File: src/hw/rtl/gmdfs_pkg.sv
package gmdfs_pkg;

    localparam int MAX_ROWS    = 16;
    localparam int MAX_COLS    = 32;
    localparam int STACK_DEPTH = 128;

    localparam int ROW_W      = $clog2(MAX_ROWS);
    localparam int COL_W      = $clog2(MAX_COLS);
    localparam int POS_W      = ROW_W + COL_W;
    localparam int GRID_CELLS = MAX_ROWS * MAX_COLS;
    localparam int STK_AW     = $clog2(STACK_DEPTH);
    localparam int CNT_W      = STK_AW + 1;

    localparam int ROWS_CFG_W = 5;
    localparam int COLS_CFG_W = 6;
    localparam int CFG_DATA_W = 6;
    localparam int CFG_IDX_W  = 1;
    localparam int KIND_W     = 2;
    localparam int CELL_W     = 2;
    localparam int STATUS_W   = 2;

    // neighbor arithmetic width: holds a coordinate up to 64 plus a wrapped -1
    localparam int NB_W = 8;

    localparam logic [CFG_IDX_W-1:0] REG_ROWS = 1'b0;
    localparam logic [CFG_IDX_W-1:0] REG_COLS = 1'b1;

    localparam logic [ROWS_CFG_W-1:0] ROWS_RESET = 5'd13;
    localparam logic [COLS_CFG_W-1:0] COLS_RESET = 6'd17;

    localparam logic [KIND_W-1:0] KIND_LOAD  = 2'd0;
    localparam logic [KIND_W-1:0] KIND_START = 2'd1;
    localparam logic [KIND_W-1:0] KIND_STEP  = 2'd2;

    localparam logic [CELL_W-1:0] CELL_OPEN  = 2'd0;
    localparam logic [CELL_W-1:0] CELL_WALL  = 2'd1;
    localparam logic [CELL_W-1:0] CELL_START = 2'd2;
    localparam logic [CELL_W-1:0] CELL_END   = 2'd3;

    localparam logic [STATUS_W-1:0] STATUS_MOVED   = 2'd0;
    localparam logic [STATUS_W-1:0] STATUS_ARRIVED = 2'd1;
    localparam logic [STATUS_W-1:0] STATUS_FAILED  = 2'd2;
    localparam logic [STATUS_W-1:0] STATUS_IDLE    = 2'd3;

    localparam logic [1:0] PHASE_IDLE    = 2'd0;
    localparam logic [1:0] PHASE_SEARCH  = 2'd1;
    localparam logic [1:0] PHASE_ARRIVED = 2'd2;
    localparam logic [1:0] PHASE_FAILED  = 2'd3;

    typedef struct packed {
        logic              visited;
        logic [CELL_W-1:0] cell_type;
    } grid_entry_t;

    typedef struct packed {
        logic signed [1:0] dr;
        logic signed [1:0] dc;
    } nbr_step_t;

    // scan order: E, SE, S, SW, W, NW, N, NE
    function automatic nbr_step_t nbr_step(input logic [2:0] k);
        nbr_step_t s;
        unique case (k)
            3'd0: s = '{dr:  2'sd0, dc:  2'sd1};
            3'd1: s = '{dr:  2'sd1, dc:  2'sd1};
            3'd2: s = '{dr:  2'sd1, dc:  2'sd0};
            3'd3: s = '{dr:  2'sd1, dc: -2'sd1};
            3'd4: s = '{dr:  2'sd0, dc: -2'sd1};
            3'd5: s = '{dr: -2'sd1, dc: -2'sd1};
            3'd6: s = '{dr: -2'sd1, dc:  2'sd0};
            3'd7: s = '{dr: -2'sd1, dc:  2'sd1};
            default: s = '{dr: 2'sd0, dc: 2'sd0};
        endcase
        return s;
    endfunction

endpackage

File: src/hw/rtl/grid_maze_depth_first_search.sv
// Depth-first maze walker over a 16 x 32 grid with eight-way moves. Every input
// transaction returns exactly one result transaction. A load replaces the cell type
// and returns its result; a step reads the current cell and, unless it is the end
// cell, scans the neighbors through the single read port of the grid memory and,
// unless the stack is empty, does one stack read for the pop; a step outside an
// active search returns its result directly. A start clears the visited marks held
// next to the cell types in the grid memory one entry per cycle; the same pass runs
// after reset, during which no input transaction is taken. Configuration writes are
// taken in any cycle.
module grid_maze_depth_first_search (
    input  logic                               aclk,
    input  logic                               aresetn,

    input  logic                               cfg_valid,
    output logic                               cfg_ready,
    input  logic [gmdfs_pkg::CFG_IDX_W-1:0]    cfg_index,
    input  logic [gmdfs_pkg::CFG_DATA_W-1:0]   cfg_data,

    input  logic                               s_valid,
    output logic                               s_ready,
    input  logic [gmdfs_pkg::KIND_W-1:0]       s_kind,
    input  logic [gmdfs_pkg::ROW_W-1:0]        s_row,
    input  logic [gmdfs_pkg::COL_W-1:0]        s_col,
    input  logic [gmdfs_pkg::CELL_W-1:0]       s_cell_req,

    output logic                               m_valid,
    input  logic                               m_ready,
    output logic [gmdfs_pkg::ROW_W-1:0]        m_cur_row,
    output logic [gmdfs_pkg::COL_W-1:0]        m_cur_col,
    output logic [gmdfs_pkg::STATUS_W-1:0]     m_status,
    output logic                               m_overflow
);
    import gmdfs_pkg::*;

    localparam logic [3:0] ST_CLEAR    = 4'd0;
    localparam logic [3:0] ST_IDLE     = 4'd1;
    localparam logic [3:0] ST_LOAD_WR  = 4'd2;
    localparam logic [3:0] ST_CUR_CHK  = 4'd3;
    localparam logic [3:0] ST_SCAN     = 4'd4;
    localparam logic [3:0] ST_POP      = 4'd5;
    localparam logic [3:0] ST_POP_WAIT = 4'd6;
    localparam logic [3:0] ST_DONE     = 4'd7;

    localparam logic [POS_W:0] CLR_END   = (POS_W + 1)'(GRID_CELLS);
    localparam logic [CNT_W-1:0] CNT_FULL = CNT_W'(STACK_DEPTH);

    logic [3:0]              state_reg, state_next;
    logic [POS_W:0]          clr_ctr_reg, clr_ctr_next;
    logic                    clr_start_reg, clr_start_next;
    logic [ROWS_CFG_W-1:0]   rows_cfg_reg, rows_cfg_next;
    logic [COLS_CFG_W-1:0]   cols_cfg_reg, cols_cfg_next;
    logic [POS_W-1:0]        item_pos_reg, item_pos_next;
    logic [CELL_W-1:0]       item_req_reg, item_req_next;
    logic [POS_W-1:0]        start_pos_reg, start_pos_next;
    logic [POS_W-1:0]        cur_pos_reg, cur_pos_next;
    logic [1:0]              phase_reg, phase_next;
    logic                    ovf_reg, ovf_next;
    logic [CNT_W-1:0]        count_reg, count_next;
    logic [3:0]              k_reg, k_next;
    logic                    pend_valid_reg, pend_valid_next;
    logic [POS_W-1:0]        pend_pos_reg, pend_pos_next;
    logic [STATUS_W-1:0]     res_status_reg, res_status_next;

    logic                    m_valid_reg, m_valid_next;
    logic [ROW_W-1:0]        m_cur_row_reg, m_cur_row_next;
    logic [COL_W-1:0]        m_cur_col_reg, m_cur_col_next;
    logic [STATUS_W-1:0]     m_status_reg, m_status_next;
    logic                    m_overflow_reg, m_overflow_next;

    grid_entry_t             grid_mem [GRID_CELLS];
    grid_entry_t             grid_rdata_reg;
    logic [POS_W-1:0]        grid_raddr;
    logic                    grid_we;
    logic [POS_W-1:0]        grid_waddr;
    grid_entry_t             grid_wdata;

    logic [POS_W-1:0]        stk_mem [STACK_DEPTH];
    logic [POS_W-1:0]        stk_rdata_reg;
    logic [STK_AW-1:0]       stk_raddr;
    logic                    stk_we;
    logic [CNT_W-1:0]        count_dec;
    logic [POS_W:0]          clr_prev;

    nbr_step_t               nstep;
    logic [NB_W-1:0]         nb_row, nb_col, lim_row, lim_col;
    logic                    nb_inb;
    logic [POS_W-1:0]        nb_pos;

    logic                    s_acc;

    assign cfg_ready = 1'b1;
    assign s_ready   = (state_reg == ST_IDLE);
    assign s_acc     = s_valid && s_ready;

    assign m_valid    = m_valid_reg;
    assign m_cur_row  = m_cur_row_reg;
    assign m_cur_col  = m_cur_col_reg;
    assign m_status   = m_status_reg;
    assign m_overflow = m_overflow_reg;

    // neighbor k of the current cell; a negative coordinate wraps high and fails the bound
    always_comb begin
        nstep   = nbr_step(k_reg[2:0]);
        nb_row  = NB_W'(cur_pos_reg[POS_W-1:COL_W]) + {{(NB_W-2){nstep.dr[1]}}, nstep.dr};
        nb_col  = NB_W'(cur_pos_reg[COL_W-1:0]) + {{(NB_W-2){nstep.dc[1]}}, nstep.dc};
        lim_row = (NB_W'(rows_cfg_reg) > NB_W'(MAX_ROWS)) ? NB_W'(MAX_ROWS)
                                                          : NB_W'(rows_cfg_reg);
        lim_col = (NB_W'(cols_cfg_reg) > NB_W'(MAX_COLS)) ? NB_W'(MAX_COLS)
                                                          : NB_W'(cols_cfg_reg);
        nb_inb  = (nb_row < lim_row) && (nb_col < lim_col);
        nb_pos  = {nb_row[ROW_W-1:0], nb_col[COL_W-1:0]};
    end

    assign count_dec = count_reg - 1'b1;
    assign stk_raddr = count_dec[STK_AW-1:0];
    assign clr_prev  = clr_ctr_reg - 1'b1;

    always_comb begin
        state_next      = state_reg;
        clr_ctr_next    = clr_ctr_reg;
        clr_start_next  = clr_start_reg;
        rows_cfg_next   = rows_cfg_reg;
        cols_cfg_next   = cols_cfg_reg;
        item_pos_next   = item_pos_reg;
        item_req_next   = item_req_reg;
        start_pos_next  = start_pos_reg;
        cur_pos_next    = cur_pos_reg;
        phase_next      = phase_reg;
        ovf_next        = ovf_reg;
        count_next      = count_reg;
        k_next          = k_reg;
        pend_valid_next = pend_valid_reg;
        pend_pos_next   = pend_pos_reg;
        res_status_next = res_status_reg;
        m_valid_next    = m_valid_reg;
        m_cur_row_next  = m_cur_row_reg;
        m_cur_col_next  = m_cur_col_reg;
        m_status_next   = m_status_reg;
        m_overflow_next = m_overflow_reg;
        grid_raddr      = cur_pos_reg;
        grid_we         = 1'b0;
        grid_waddr      = cur_pos_reg;
        grid_wdata      = grid_rdata_reg;
        stk_we          = 1'b0;

        if (cfg_valid && cfg_ready) begin
            unique case (cfg_index)
                REG_ROWS: rows_cfg_next = cfg_data[ROWS_CFG_W-1:0];
                REG_COLS: cols_cfg_next = cfg_data[COLS_CFG_W-1:0];
                default: ;
            endcase
        end

        if (m_valid_reg && m_ready) begin
            m_valid_next = 1'b0;
        end

        unique case (state_reg)
            ST_CLEAR: begin
                // read entry n while writing back entry n-1 with its mark dropped
                if (clr_ctr_reg != CLR_END) begin
                    grid_raddr = clr_ctr_reg[POS_W-1:0];
                end
                if (clr_ctr_reg != '0) begin
                    grid_we    = 1'b1;
                    grid_waddr = clr_prev[POS_W-1:0];
                    grid_wdata = '{visited: 1'b0, cell_type: grid_rdata_reg.cell_type};
                end
                if (clr_ctr_reg == CLR_END) begin
                    if (clr_start_reg) begin
                        res_status_next = STATUS_IDLE;
                        state_next      = ST_DONE;
                    end else begin
                        state_next = ST_IDLE;
                    end
                end else begin
                    clr_ctr_next = clr_ctr_reg + 1'b1;
                end
            end
            ST_IDLE: begin
                grid_raddr = (s_kind == KIND_STEP) ? cur_pos_reg : {s_row, s_col};
                if (s_acc) begin
                    item_pos_next = {s_row, s_col};
                    item_req_next = s_cell_req;
                    unique case (s_kind)
                        KIND_LOAD: state_next = ST_LOAD_WR;
                        KIND_START: begin
                            count_next     = '0;
                            ovf_next       = 1'b0;
                            cur_pos_next   = start_pos_reg;
                            phase_next     = PHASE_SEARCH;
                            clr_ctr_next   = '0;
                            clr_start_next = 1'b1;
                            state_next     = ST_CLEAR;
                        end
                        KIND_STEP: begin
                            unique case (phase_reg)
                                PHASE_SEARCH:  state_next = ST_CUR_CHK;
                                PHASE_ARRIVED: begin
                                    res_status_next = STATUS_ARRIVED;
                                    state_next      = ST_DONE;
                                end
                                PHASE_FAILED: begin
                                    res_status_next = STATUS_FAILED;
                                    state_next      = ST_DONE;
                                end
                                default: begin
                                    res_status_next = STATUS_IDLE;
                                    state_next      = ST_DONE;
                                end
                            endcase
                        end
                        default: begin
                            res_status_next = STATUS_IDLE;
                            state_next      = ST_DONE;
                        end
                    endcase
                end
            end
            ST_LOAD_WR: begin
                // keep the visited mark, replace the cell type
                grid_we    = 1'b1;
                grid_waddr = item_pos_reg;
                grid_wdata = '{visited: grid_rdata_reg.visited, cell_type: item_req_reg};
                if (item_req_reg == CELL_START) begin
                    start_pos_next = item_pos_reg;
                end
                res_status_next = STATUS_IDLE;
                state_next      = ST_DONE;
            end
            ST_CUR_CHK: begin
                if (grid_rdata_reg.cell_type == CELL_END) begin
                    phase_next      = PHASE_ARRIVED;
                    res_status_next = STATUS_ARRIVED;
                    state_next      = ST_DONE;
                end else begin
                    grid_we         = 1'b1;
                    grid_waddr      = cur_pos_reg;
                    grid_wdata      = '{visited: 1'b1, cell_type: grid_rdata_reg.cell_type};
                    k_next          = '0;
                    pend_valid_next = 1'b0;
                    state_next      = ST_SCAN;
                end
            end
            ST_SCAN: begin
                // check the neighbor read last cycle, issue the read of the next one
                if (pend_valid_reg && grid_rdata_reg.cell_type != CELL_WALL
                        && !grid_rdata_reg.visited) begin
                    if (count_reg < CNT_FULL) begin
                        stk_we     = 1'b1;
                        count_next = count_reg + 1'b1;
                    end else begin
                        ovf_next = 1'b1;
                    end
                end
                if (!k_reg[3]) begin
                    grid_raddr      = nb_pos;
                    pend_valid_next = nb_inb;
                    pend_pos_next   = nb_pos;
                    k_next          = k_reg + 1'b1;
                end else begin
                    pend_valid_next = 1'b0;
                    state_next      = ST_POP;
                end
            end
            ST_POP: begin
                if (count_reg == '0) begin
                    phase_next      = PHASE_FAILED;
                    res_status_next = STATUS_FAILED;
                    state_next      = ST_DONE;
                end else begin
                    count_next = count_dec;
                    state_next = ST_POP_WAIT;
                end
            end
            ST_POP_WAIT: begin
                cur_pos_next    = stk_rdata_reg;
                res_status_next = STATUS_MOVED;
                state_next      = ST_DONE;
            end
            ST_DONE: begin
                // hold the result until the output register is free
                if (!m_valid_reg || m_ready) begin
                    m_valid_next    = 1'b1;
                    m_cur_row_next  = cur_pos_reg[POS_W-1:COL_W];
                    m_cur_col_next  = cur_pos_reg[COL_W-1:0];
                    m_status_next   = res_status_reg;
                    m_overflow_next = ovf_reg;
                    state_next      = ST_IDLE;
                end
            end
            default: state_next = ST_IDLE;
        endcase
    end

    always_ff @(posedge aclk) begin
        if (!aresetn) begin
            state_reg      <= ST_CLEAR;
            clr_ctr_reg    <= '0;
            clr_start_reg  <= 1'b0;
            rows_cfg_reg   <= ROWS_RESET;
            cols_cfg_reg   <= COLS_RESET;
            start_pos_reg  <= '0;
            cur_pos_reg    <= '0;
            phase_reg      <= PHASE_IDLE;
            ovf_reg        <= 1'b0;
            count_reg      <= '0;
            k_reg          <= '0;
            pend_valid_reg <= 1'b0;
            m_valid_reg    <= 1'b0;
        end else begin
            state_reg      <= state_next;
            clr_ctr_reg    <= clr_ctr_next;
            clr_start_reg  <= clr_start_next;
            rows_cfg_reg   <= rows_cfg_next;
            cols_cfg_reg   <= cols_cfg_next;
            start_pos_reg  <= start_pos_next;
            cur_pos_reg    <= cur_pos_next;
            phase_reg      <= phase_next;
            ovf_reg        <= ovf_next;
            count_reg      <= count_next;
            k_reg          <= k_next;
            pend_valid_reg <= pend_valid_next;
            m_valid_reg    <= m_valid_next;
        end
    end

    always_ff @(posedge aclk) begin
        item_pos_reg   <= item_pos_next;
        item_req_reg   <= item_req_next;
        pend_pos_reg   <= pend_pos_next;
        res_status_reg <= res_status_next;
        m_cur_row_reg  <= m_cur_row_next;
        m_cur_col_reg  <= m_cur_col_next;
        m_status_reg   <= m_status_next;
        m_overflow_reg <= m_overflow_next;
    end

    always_ff @(posedge aclk) begin
        if (grid_we) begin
            grid_mem[grid_waddr] <= grid_wdata;
        end
        grid_rdata_reg <= grid_mem[grid_raddr];
    end

    always_ff @(posedge aclk) begin
        if (stk_we) begin
            stk_mem[count_reg[STK_AW-1:0]] <= pend_pos_reg;
        end
        stk_rdata_reg <= stk_mem[stk_raddr];
    end

    a_count_bound: assert property (@(posedge aclk) disable iff (!aresetn)
        count_reg <= CNT_FULL)
        else $error("stack count above depth");

    a_push_below_full: assert property (@(posedge aclk) disable iff (!aresetn)
        stk_we |-> (count_reg < CNT_FULL) && (state_reg == ST_SCAN))
        else $error("stack write with full stack or outside scan");

    a_accept_leaves_idle: assert property (@(posedge aclk) disable iff (!aresetn)
        s_acc |=> (state_reg != ST_IDLE))
        else $error("accepted transaction produced no work");

    a_scan_no_grid_write: assert property (@(posedge aclk) disable iff (!aresetn)
        (state_reg == ST_SCAN) |-> !grid_we)
        else $error("grid write during neighbor scan");

    a_done_needs_search: assert property (@(posedge aclk) disable iff (!aresetn)
        (state_reg == ST_POP_WAIT) |-> (phase_reg == PHASE_SEARCH) && $past(count_reg != '0))
        else $error("pop without an active search or stack entry");

endmodule

File: config.mk
export PLATFORM = sky130hd
export DESIGN_NAME = grid_maze_depth_first_search
export DESIGN_NICKNAME = d
export VERILOG_FILES = /design/src/hw/rtl/gmdfs_pkg.sv /design/src/hw/rtl/grid_maze_depth_first_search.sv
export SDC_FILE = /design/constraint.sdc
export NUM_CORES = 2
export LEC_CHECK = 0
export BUFFER_PORTS_ARGS = -buffer_cell sky130_fd_sc_hd__buf_2
export CORE_UTILIZATION = 55
export DETAILED_ROUTE_END_ITERATION = 8
export MAX_ROUTING_LAYER = met4
export PLACE_DENSITY_LB_ADDON = 0.08
export SETUP_SLACK_MARGIN = 0.4
export SYNTH_ARGS = -nofsm -noshare
export SYNTH_HDL_FRONTEND = slang
export SYNTH_SLANG_ARGS = --single-unit
File: constraint.sdc
create_clock -name aclk -period 22.8 [get_ports aclk]
set_input_delay 5.7 -clock aclk [delete_from_list [all_inputs] [get_ports aclk]]
set_output_delay 5.7 -clock aclk [all_outputs]
set_load 0.1 [all_outputs]
==> impl_results.md <==
* Clk sink count at 2798
* Number of hold buffers added after cts at 0
* Max Root-Sink Buffers at 4
* IO buf count at 38
* Via Count at 64000
* Reg clk slew, reported paths at 60 ps
* CTS resizes at 0
* Final Max Slew Viols at 0
* Yosys Warn Count at 0
* Max Cap Violations at 0
* Overall power at 16.8 mW
* Mapped Area at 112000 sq um
* Count leader, synth: edfxtp_1
* Setup_tns at 0 ps
* Post-CTS setup buffer count at 0
* CTS root buffer: clkbuf_16
* H-tree depth at 5
* Crit path kind: input pin to flip-flop
* Num CTS Buffers at 305
* Largest net degree at the start of global routing at 212
* Pwr dens at 135 nW/um^2
* Primary FF master, synth: edfxtp_1
* Status: completed
* Initial Util at 0.555
* Internal at 10.7 mW
* CP top delay family: buffers and inverters
* Iter 0 DRT Violations at 7504
* DIE AREA at 206000 sq um
* I/O Pins at 40
* Max incr delay on CP at 860 ps
* Final setup vio count at 0
* GRT Total Usage at 0.298
* Synth top area cells: edfxtp_1 73%, mux4_2 7.8%, nand2_1 3.6%
* Final ANT Viol Nets at 0
* CTS tree: yes
* DR DRC count at 0
* CP endpoint kind: flip-flop
* Cell Rows at 165
* Period utilization at 0.486
* Synth top area share at 0.727
* Die Wd at 454 um
* Die H at 454 um
* RSZ-0062 raised after global routing: false
* Core Box Area at 203000 sq um
* CP Max Fanout at 121
* Post-synth EDFFs at 2722
* DP Wirelength at 168000 um
* Vias in the first global route at 62600
* Max_slew headroom at 0.211
* Area Growth Syn to Fin at 10.5%
* WP buf/inv at 4
* Clk pwr share at 0.275
* Share of power burned in registers at 0.387
* Avg WL per Cell at 29.7 um
* Max Fclk at 0.0903 GHz
* Worst Hold Class: flip-flop to flip-flop
* Slowest stage cell, crit path: nor2_4
* Net Sw Frac at 0.362
* Least-Margin Pin Slew at 1180 ps
* Avg Cell Area, Syn at 15.8 sq um
* Minimum clock period after layout at 11080 ps
* Share of cells above drive strength 1 at 0.139
* Comb pwr share at 0.337
* Post-synth top cells: 2722 x edfxtp_1, 1087 x nand2_1, 756 x nor2_1, 388 x mux4_2, 241 x a21oi_1
* Async set-reset flop share out of synthesis at 0
* Layout net count at 7172
* CP Launch Type: input pin
* Flops & latches, synth at 2798
* Final hold violations at 0
* Leakage power at 39.6 nW
* Worst EP required at 23600 ps
* First-pass GRT wire length at 434000 um
* Initial antenna violation count at 3
* WP data arrival at 11880 ps
* Largest area contributor in the netlist: edfxtp_1
* Share of the yosys chip area belonging to registers at 0.740
* Clk_skew at 34.0 ps
* Initial DRT Pass Iterations at 9
* Worst-path cell chain: buf_2 > nor2b_1 > a211oi_2 > a21boi_2 > nor2_4 > buf_12 > buf_4 > buf_4 > mux2i_1 > o22ai_1 > o41ai_1 > nor4_1 > or4_1 > nor4_1 > nor4_2
* RD Place Congestion at 0.881
* Worst VDD drop at 0.172 mV
* P_sw at 6.07 mW
* Total gr overflow at 0
* Synth unique cells at 92
* Drt total wl at 297000 um
* Clock Latency Late Sink at 950 ps
* Vias/cell at 6.40
* Synth Instances at 7120
* Syn_nets at 7172
* Max reg flops at 1536
==> power by group through the flow <==
stage                     logic, mW  clock network (mW)  registers [mW]
after floorplan                3.54                   0            6.86
after global placement         5.58                   0            6.60
after detailed placement       5.63                   0            6.60
after CTS                      5.64                4.67            6.49
after global routing           5.98                4.85            6.50
final                          5.66                4.61            6.49
==> cell families after synthesis <==
kind of cell,share of synthesized area
other,0.0000333
AOI/OAI and AO/OA,0.0452
buffers and inverters,0.0204
and+or+nand+nor,0.0884
DFF,0.740
muxes,0.100
adders and majority gates,0.00314
xor gates and xnor gates,0.00210
==> worst paths after layout <==
kind | end | from | cells after the start | slack (ps)
max | grid_rdata_reg[0]$_DFF_P_ | s_kind[1] | 15 | 11720
min | cols_cfg_reg[1]$_SDFFE_PN0P_ | cols_cfg_reg[1]$_SDFFE_PN0P_ | 2 | 460
max reg2reg | grid_rdata_reg[0]$_DFF_P_ | state_reg[0]$_SDFFE_PN0P_ | 16 | 15100
min reg2reg | cols_cfg_reg[1]$_SDFFE_PN0P_ | cols_cfg_reg[1]$_SDFFE_PN0P_ | 2 | 460
==> layout make-up <==
class,count,area (sq um)
Antenna cell,3,7.51
Clock buffer,393,8200
Clock inverter,122,922
Fill cell,15000,78500
Inverter,30,115
Multi-Input combinational cell,3827,27200
Sequential cell,2798,83300
Tap cell,2672,3340
Timing Repair Buffer,158,1220
==> through the flow <==
step                area [sq um]  hold slack [ps]  setup slack, ps   util  std cells
finish                    124000              457            11720  0.613      10000
global route              124000              474            11400  0.613      10000
CTS                       124000              459            11820  0.613      10000
detailed placement        115000              451            10900  0.568       9485
global placement          115000              450            11000  0.568       9484
floorplan                 112000              400             6730      -       7120
==> routing by layer <==
metal  global-route usage  routed length (um)
met1                0.406              120000
met3               0.0408               21200
met2                0.466              145000
met5                    -                   0
met4                0.102               10800
==> worst register-to-register path, delay by kind of cell, from the launching register on <==
family / cells / cell delay (ps)
multiplexers: 1 / 290
flip-flops: 1 / 750
AND/OR/NAND/NOR: 7 / 2350
AO/OA/AOI/OAI: 4 / 1530
buffers and inverters: 4 / 2660
==> placed cells by master (no fill, tap or decap), types with 28 or more instances in the layout <==
| master | synthesis | routed |
|---|---|---|
| edfxtp_1 | 2722 | 2722 |
| nand2_1 | 1087 | 1062 |
| nor2_1 | 756 | 748 |
| mux4_2 | 388 | 388 |
| clkbuf_16 | 0 | 314 |
| a21oi_1 | 241 | 241 |
| nand3_1 | 238 | 238 |
| mux2i_1 | 237 | 237 |
| buf_4 | 45 | 110 |
| nor4_1 | 82 | 81 |
| dfxtp_1 | 76 | 75 |
| o22ai_1 | 75 | 74 |
| clkbuf_1 | 231 | 74 |
| a31oi_1 | 73 | 73 |
| o21ai_0 | 69 | 69 |
| a211oi_1 | 67 | 67 |
| and3_1 | 63 | 63 |
| clkinv_1 | 1 | 55 |
| a32oi_1 | 47 | 47 |
| clkinv_2 | 0 | 44 |
| nand4_1 | 42 | 42 |
| buf_2 | 109 | 38 |
| a311oi_1 | 31 | 31 |
| inv_1 | 28 | 28 |
No activity file was read; power rests on OpenSTA's default activity.
